--- config.mk ---
export PLATFORM = sky130hd
export DESIGN_NAME = periodic_oneshot_timer_table
export DESIGN_NICKNAME = d
export VERILOG_FILES = /design/src/rtl/pott_pkg.sv /design/src/rtl/pott_cell.sv /design/src/rtl/pott_update.sv /design/src/rtl/periodic_oneshot_timer_table.sv
export SDC_FILE = /design/constraint.sdc
export NUM_CORES = 2
export LEC_CHECK = 0
export BUFFER_PORTS_ARGS = -buffer_cell sky130_fd_sc_hd__buf_2
export CORE_ASPECT_RATIO = 1.75
export CORE_UTILIZATION = 55
export CTS_CLUSTER_SIZE = 30
export DETAILED_ROUTE_END_ITERATION = 10
export HOLD_SLACK_MARGIN = 0.02
export MAX_ROUTING_LAYER = met4
export PLACE_DENSITY = 0.71
export SLEW_MARGIN = 10
export SYNTH_ARGS = -nofsm -noshare
export SYNTH_HDL_FRONTEND = slang
export SYNTH_SLANG_ARGS = --single-unit
--- constraint.sdc ---
create_clock -name aclk -period 34.6 [get_ports aclk]
set_clock_uncertainty 0.05 [all_clocks]
set_input_delay 6.92 -clock aclk [delete_from_list [all_inputs] [get_ports aclk]]
set_output_delay 6.92 -clock aclk [all_outputs]
set_load 0.05 [all_outputs]
--- src/rtl/pott_pkg.sv ---
`default_nettype none

package pott_pkg;

    localparam int SLOTS_DEF   = 16;
    localparam int MAX_RESULTS = 16;
    localparam int CNT_64_W    = 64;

    localparam logic [1:0] CMD_CREATE = 2'd0;
    localparam logic [1:0] CMD_REMOVE = 2'd1;
    localparam logic [1:0] CMD_TICK   = 2'd2;

    localparam logic [2:0] KIND_CREATED = 3'd0;
    localparam logic [2:0] KIND_FULL    = 3'd1;
    localparam logic [2:0] KIND_REMOVED = 3'd2;
    localparam logic [2:0] KIND_FIRED   = 3'd3;
    localparam logic [2:0] KIND_IDLE    = 3'd4;

    typedef struct packed {
        logic                used;
        logic [CNT_64_W-1:0] rem;
        logic [CNT_64_W-1:0] rld;
    } slot_t;

    typedef struct packed {
        logic shift;
        logic load;
        logic clear;
    } cell_ctrl_t;

endpackage

`default_nettype wire

--- src/rtl/pott_cell.sv ---
`default_nettype none

module pott_cell
    import pott_pkg::*;
(
    input  wire logic                aclk,
    input  wire logic                aresetn,
    input  wire cell_ctrl_t          ctrl,
    input  wire slot_t               shift_in,
    input  wire logic [CNT_64_W-1:0] load_count,
    input  wire logic [CNT_64_W-1:0] load_interval,
    output slot_t                    state
);

    logic                used_reg;
    logic [CNT_64_W-1:0] rem_reg;
    logic [CNT_64_W-1:0] rld_reg;

    always_ff @(posedge aclk) begin
        if (!aresetn) begin
            used_reg <= 1'b0;
        end else if (ctrl.shift) begin
            used_reg <= shift_in.used;
        end else if (ctrl.load) begin
            used_reg <= 1'b1;
        end else if (ctrl.clear) begin
            used_reg <= 1'b0;
        end
    end

    always_ff @(posedge aclk) begin
        if (ctrl.shift) begin
            rem_reg <= shift_in.rem;
            rld_reg <= shift_in.rld;
        end else if (ctrl.load) begin
            rem_reg <= load_count;
            rld_reg <= load_interval;
        end
    end

    assign state.used = used_reg;
    assign state.rem  = rem_reg;
    assign state.rld  = rld_reg;

endmodule

`default_nettype wire

--- src/rtl/pott_update.sv ---
`default_nettype none

module pott_update
    import pott_pkg::*;
(
    input  wire slot_t               cur,
    input  wire logic [CNT_64_W-1:0] delta,
    output slot_t                    nxt,
    output logic                     fire
);

    assign fire     = cur.used && (cur.rem < delta);
    assign nxt.used = cur.used && !(fire && (cur.rld == '0));
    assign nxt.rem  = fire ? cur.rld : (cur.rem - delta);
    assign nxt.rld  = cur.rld;

endmodule

`default_nettype wire

--- src/rtl/periodic_oneshot_timer_table.sv ---
// Timer table: SLOTS timers, periodic or one-shot, one command item at a time.
// Input channel s_*: command create (claims lowest free slot, loads count and
// interval), remove (frees s_slot) or tick (s_elapsed nanoseconds passed).
// Result channel m_*: kind, slot_id and last; last marks the final result of
// an item. Create and remove give one result, registered on the cycle after
// the item is taken. Command code 3 is dropped with no result.
// A tick rotates the slot ring through one shared compare/subtract unit, one
// slot per cycle while no receiver stall holds it, then passes through a flush
// state that registers its last result; the next item is taken after the flush.
// Fired slots come out in ascending order, at most 16 per tick; a tick that
// fires nothing gives one idle result.
// s_ready is high only between items and while the result register can take
// a new result. A receiver stall holds m_* and freezes the tick walk on the
// slot that needs to report; nothing is lost or repeated.
// Reset (aresetn low, synchronous) frees every slot and empties the result
// register; slot counts and intervals keep no reset value.
`default_nettype none

module periodic_oneshot_timer_table
    import pott_pkg::*;
#(
    parameter int SLOTS = SLOTS_DEF
) (
    input  wire logic                aclk,
    input  wire logic                aresetn,
    input  wire logic                s_valid,
    output logic                     s_ready,
    input  wire logic [1:0]          s_command,
    input  wire logic [CNT_64_W-1:0] s_initial_count,
    input  wire logic [CNT_64_W-1:0] s_reload_interval,
    input  wire logic [3:0]          s_slot,
    input  wire logic [CNT_64_W-1:0] s_elapsed,
    output logic                     m_valid,
    input  wire logic                m_ready,
    output logic [2:0]               m_kind,
    output logic [3:0]               m_slot_id,
    output logic                     m_last
);

    localparam int CNT_W  = (SLOTS > 1) ? $clog2(SLOTS) : 1;
    localparam int SEL_W  = (CNT_W > 4) ? CNT_W + 1 : 5;
    localparam int FCNT_W = $clog2(MAX_RESULTS + 1);

    localparam logic [1:0] ST_IDLE  = 2'd0;
    localparam logic [1:0] ST_TICK  = 2'd1;
    localparam logic [1:0] ST_FLUSH = 2'd2;

    logic [1:0]          state_reg, state_next;
    logic [CNT_W-1:0]    step_reg, step_next;
    logic [CNT_64_W-1:0] delta_reg, delta_next;
    logic                pend_valid_reg, pend_valid_next;
    logic [3:0]          pend_slot_reg, pend_slot_next;
    logic [FCNT_W-1:0]   fire_cnt_reg, fire_cnt_next;
    logic                m_valid_reg, m_valid_next;
    logic [2:0]          m_kind_reg, m_kind_next;
    logic [3:0]          m_slot_reg, m_slot_next;
    logic                m_last_reg, m_last_next;

    slot_t      cell_state [SLOTS];
    slot_t      head_next;
    logic       head_fire;
    cell_ctrl_t cell_ctrl  [SLOTS];

    logic             out_free;
    logic             accept;
    logic             any_free;
    logic [CNT_W-1:0] free_idx;
    logic [3:0]       free_id;
    logic [3:0]       step_id;
    logic [SEL_W-1:0] sel_ext;
    logic             do_shift;
    logic             do_load;
    logic             do_clear;

    assign out_free = !m_valid_reg || m_ready;
    assign s_ready  = (state_reg == ST_IDLE) && out_free;
    assign accept   = s_valid && s_ready;
    assign sel_ext  = SEL_W'(s_slot);

    always_comb begin
        logic [CNT_W+3:0] wide_free;
        logic [CNT_W+3:0] wide_step;
        any_free = 1'b0;
        free_idx = '0;
        for (int i = SLOTS - 1; i >= 0; i--) begin
            if (!cell_state[i].used) begin
                any_free = 1'b1;
                free_idx = CNT_W'(i);
            end
        end
        wide_free = {4'b0, free_idx};
        wide_step = {4'b0, step_reg};
        free_id   = wide_free[3:0];
        step_id   = wide_step[3:0];
    end

    pott_update u_update (
        .cur   (cell_state[0]),
        .delta (delta_reg),
        .nxt   (head_next),
        .fire  (head_fire)
    );

    generate
        for (genvar k = 0; k < SLOTS; k++) begin : g_cell
            slot_t shift_src;
            if (k == SLOTS - 1) begin : g_tail
                assign shift_src = head_next;
            end else begin : g_body
                assign shift_src = cell_state[k+1];
            end
            assign cell_ctrl[k].shift = do_shift;
            assign cell_ctrl[k].load  = do_load && (free_idx == CNT_W'(k));
            assign cell_ctrl[k].clear = do_clear && (sel_ext == SEL_W'(k));
            pott_cell u_cell (
                .aclk          (aclk),
                .aresetn       (aresetn),
                .ctrl          (cell_ctrl[k]),
                .shift_in      (shift_src),
                .load_count    (s_initial_count),
                .load_interval (s_reload_interval),
                .state         (cell_state[k])
            );
        end
    endgenerate

    always_comb begin
        logic report;
        state_next      = state_reg;
        step_next       = step_reg;
        delta_next      = delta_reg;
        pend_valid_next = pend_valid_reg;
        pend_slot_next  = pend_slot_reg;
        fire_cnt_next   = fire_cnt_reg;
        m_valid_next    = m_ready ? 1'b0 : m_valid_reg;
        m_kind_next     = m_kind_reg;
        m_slot_next     = m_slot_reg;
        m_last_next     = m_last_reg;
        do_shift        = 1'b0;
        do_load         = 1'b0;
        do_clear        = 1'b0;
        report          = head_fire && (fire_cnt_reg < FCNT_W'(MAX_RESULTS));

        unique case (state_reg)
            ST_IDLE: begin
                if (accept) begin
                    case (s_command)
                        CMD_CREATE: begin
                            m_valid_next = 1'b1;
                            m_last_next  = 1'b1;
                            if (any_free) begin
                                do_load     = 1'b1;
                                m_kind_next = KIND_CREATED;
                                m_slot_next = free_id;
                            end else begin
                                m_kind_next = KIND_FULL;
                                m_slot_next = '0;
                            end
                        end
                        CMD_REMOVE: begin
                            do_clear     = 1'b1;
                            m_valid_next = 1'b1;
                            m_kind_next  = KIND_REMOVED;
                            m_slot_next  = s_slot;
                            m_last_next  = 1'b1;
                        end
                        CMD_TICK: begin
                            delta_next      = s_elapsed;
                            step_next       = '0;
                            pend_valid_next = 1'b0;
                            fire_cnt_next   = '0;
                            state_next      = ST_TICK;
                        end
                        default: begin
                        end
                    endcase
                end
            end
            ST_TICK: begin
                if (!(report && pend_valid_reg) || out_free) begin
                    do_shift  = 1'b1;
                    step_next = step_reg + CNT_W'(1);
                    if (report) begin
                        if (pend_valid_reg) begin
                            m_valid_next = 1'b1;
                            m_kind_next  = KIND_FIRED;
                            m_slot_next  = pend_slot_reg;
                            m_last_next  = 1'b0;
                        end
                        pend_valid_next = 1'b1;
                        pend_slot_next  = step_id;
                        fire_cnt_next   = fire_cnt_reg + FCNT_W'(1);
                    end
                    if (step_reg == CNT_W'(SLOTS - 1)) begin
                        state_next = ST_FLUSH;
                    end
                end
            end
            ST_FLUSH: begin
                if (out_free) begin
                    m_valid_next = 1'b1;
                    m_last_next  = 1'b1;
                    m_kind_next  = pend_valid_reg ? KIND_FIRED : KIND_IDLE;
                    m_slot_next  = pend_valid_reg ? pend_slot_reg : 4'd0;
                    state_next   = ST_IDLE;
                end
            end
            default: begin
                state_next = ST_IDLE;
            end
        endcase
    end

    always_ff @(posedge aclk) begin
        if (!aresetn) begin
            state_reg      <= ST_IDLE;
            pend_valid_reg <= 1'b0;
            fire_cnt_reg   <= '0;
            step_reg       <= '0;
            m_valid_reg    <= 1'b0;
        end else begin
            state_reg      <= state_next;
            pend_valid_reg <= pend_valid_next;
            fire_cnt_reg   <= fire_cnt_next;
            step_reg       <= step_next;
            m_valid_reg    <= m_valid_next;
        end
    end

    always_ff @(posedge aclk) begin
        delta_reg     <= delta_next;
        pend_slot_reg <= pend_slot_next;
        m_kind_reg    <= m_kind_next;
        m_slot_reg    <= m_slot_next;
        m_last_reg    <= m_last_next;
    end

    assign m_valid   = m_valid_reg;
    assign m_kind    = m_kind_reg;
    assign m_slot_id = m_slot_reg;
    assign m_last    = m_last_reg;

endmodule

`default_nettype wire

==> run metrics <==
Cell Chain, Critical Path buf_2 -> nand2b_1 -> nand2_1 -> inv_1 -> buf_2; Nets 7982; register area share after synthesis 73.0%; First-pass DRT Iterations 8; #FFs+latches synth 2153; crit-path most repeated cell buf_2; layout cells sized above 1 7.49%; clock root buffer clkbuf_16; Hold Buf Count CTS 0; synth unique cells 71; DIE HEIGHT 531 microns; Syn-to-layout area delta 9.29%; final wirelength 225000 microns; Period minus WS final 14.89 ns; Post-CTS Resized 0; Syn Area/Cell 11.5 sq um; Mapped Area 88100 sq um; Post-Syn Instances 7651; crit path max fanout 5; Finished Layout Cells 9927; vias 56700; Final Slew Violations 157; Lkg Pwr 37.2 nW; TritonCTS Sinks 2153; DRC viols 0; Clk pin slew, worst setup/hold paths 0.07 ns; crit path capture type output pin; TritonCTS clock tree built; Setup crit start kind input pin; Clock Path Buffers 4; crit path DAT 7.92 ns; Final TNS setup 0 ns; wire per inst 22.7 microns; Max-cap violations 0; initial DRC count 6997; FP Rows 194; number of global-route vias before repair 54200; drt via density 5.71; Post-synth ARST share 0%; Final Hold Viols 0; synth warn 0; Worst Setup Path Type in -> out; die width 305 microns; CP max stage delay 0.27 ns; Clk Latency, worst-skew pair 0.86 ns; ANT nets after route 0; Max VDD drop 0.000121 V; number of setup buffers added after CTS 0; core area 159000 sq um; TritonCTS buffer count 192; total gr overflow 0; Setup violations, final 0; worst path required time 27.63 ns; die area 162000 sq um; Final Wtd Congestion 0.932; initial antenna violation count 15; f_max 67.2 MHz; crit path buf inv count 3; type of the worst min-delay path reg -> reg; Initial Util 55.3%; Fill cells 12600; Total Routing Usage GR 28.7%; RSZ-0062 raised after global routing false; Power Density 94.8 nW/um^2; H-tree depth 4; status finished, violations left; violated checks slew limit; largest net degree at the start of global routing 274; slew margin rel. -13.9%; final period utilization 43.0%; DP Cell Count 9573; Post-Syn Nets 7924; I/O Pins 212; worst slew pin tran 1.71 ns; pre-CTS WS 19.75 ns; most used flip-flop cell after synthesis edfxtp_1; Post-DP HPWL 133000 microns; number of synthesized flops with an enable pin 2124; port bufs 211; first-pass GRT wire length 339000 microns; Top delay family on crit path buffers and inverters; Slowest-stage cell, CP buf_2; final worst slack 19.71 ns
[synth_stat cells (15+ instances only)]
cell / instances / area, sq um
clkbuf_1: 70 / 263
nor2_1: 85 / 319
mux2i_1: 30 / 300
buf_2: 275 / 1380
nand3_1: 24 / 120
o21bai_1: 17 / 128
nand4_1: 31 / 194
nand2_1: 4193 / 15700
o21ai_0: 113 / 566
edfxtp_1: 2124 / 63800
buf_4: 65 / 488
a21o_1: 28 / 210
nor3_1: 15 / 75.1
xor2_1: 16 / 140
xnor2_1: 43 / 377
nand2b_1: 18 / 113
a21oi_1: 97 / 485
o211ai_1: 15 / 113
inv_1: 97 / 364
a31oi_1: 17 / 106
nor4_1: 20 / 125
ha_1: 70 / 876
dfxtp_1: 29 / 581
[cell type report]
type                            instances  area (sq um)  area share [%]
Antenna cell                           18          45.0          0.0468
Clock buffer                          230          5000            5.19
Clock inverter                        106           826           0.858
Inverter                               98           368           0.382
Multi-Input combinational cell       4986         21400            22.2
Sequential cell                      2153         64400            66.8
Tap cell                             2058          2570            2.67
Timing Repair Buffer                  278          1700            1.76
[where the power goes]
group	switching (mW)	total, mW	internal, mW
clock network	0.953	2.06	1.11
registers	0.263	4.37	4.11
logic	2.10	2.69	0.596
total	3.31	9.12	5.81
[cells by family (layout without fill, tap and decap cells)]
kind of cell / count (synthesis) / in the layout / synth area share, %
AOI/OAI and AO/OA: 387 / 387 / 2.81
xor gates and xnor gates: 59 / 59 / 0.586
adders and majority gates: 71 / 71 / 1.02
buffers and inverters: 512 / 712 / 2.85
DFF: 2153 / 2153 / 73.0
muxes: 31 / 31 / 0.354
other: 0 / 18 / 0
and+or+nand+nor: 4438 / 4438 / 19.3
[cells in the final DEF (no fill, tap or decap), types with 9 or more instances in the layout]
cell type,Yosys,layout
a31oi_1,17,17
o21bai_1,17,17
diode_2,0,18
clkinvlp_4,0,10
o21a_1,13,13
dfxtp_1,29,29
buf_12,0,11
o21ai_0,113,103
o211ai_1,15,15
ha_1,70,70
buf_2,275,211
xnor2_1,43,43
inv_1,97,97
o221a_2,13,13
clkbuf_16,0,194
nor2_1,85,85
a21o_1,28,28
nand4_1,31,31
buf_4,65,56
a21oi_1,97,97
clkinv_2,0,37
nor3_1,15,14
nand3_1,24,24
clkinv_1,1,39
mux2i_1,30,30
nor4_1,20,20
xor2_1,16,16
o21ai_4,1,16
bufinv_16,0,10
edfxtp_1,2124,2124
clkbuf_1,70,35
nand2_1,4193,4192
or3_1,11,11
nor2b_1,9,9
nand2b_1,18,18
[through the flow]
step	area, sq um	hold WS, ns	util (%)	power (mW)
after floorplan	88100	0.384	-	6.40
after global placement	90400	0.397	56.8	7.03
after detailed placement	90400	0.419	56.8	7.10
after CTS	96300	0.423	60.4	9.16
after global routing	96300	0.435	60.5	9.55
final	96300	0.427	60.5	9.12
[path summary, 6_finish.rpt]
path                                                   start                                      to  slack (ns)  cells after the start
worst max register to register        delta_reg[0]$_DFFE_PP_  g_cell[9].u_cell.rem_reg[52]$_DFFE_PP_       27.02                     16
worst min-delay path            fire_cnt_reg[3]$_SDFFE_PN0P_            fire_cnt_reg[3]$_SDFFE_PN0P_        0.43                      1
worst min register to register  fire_cnt_reg[3]$_SDFFE_PN0P_            fire_cnt_reg[3]$_SDFFE_PN0P_        0.43                      1
worst max-delay path                                 m_ready                                 s_ready       19.71                      5
[layer usage]
layer	wire, microns	vias to the layer above	GRT usage [%]
li1	-	25800	-
met2	106000	2505	43.9
met3	20500	439	4.39
met4	9750	0	11.2
met1	89200	28000	38.8
met5	0	-	-
Power figures use the tool's default switching activity.
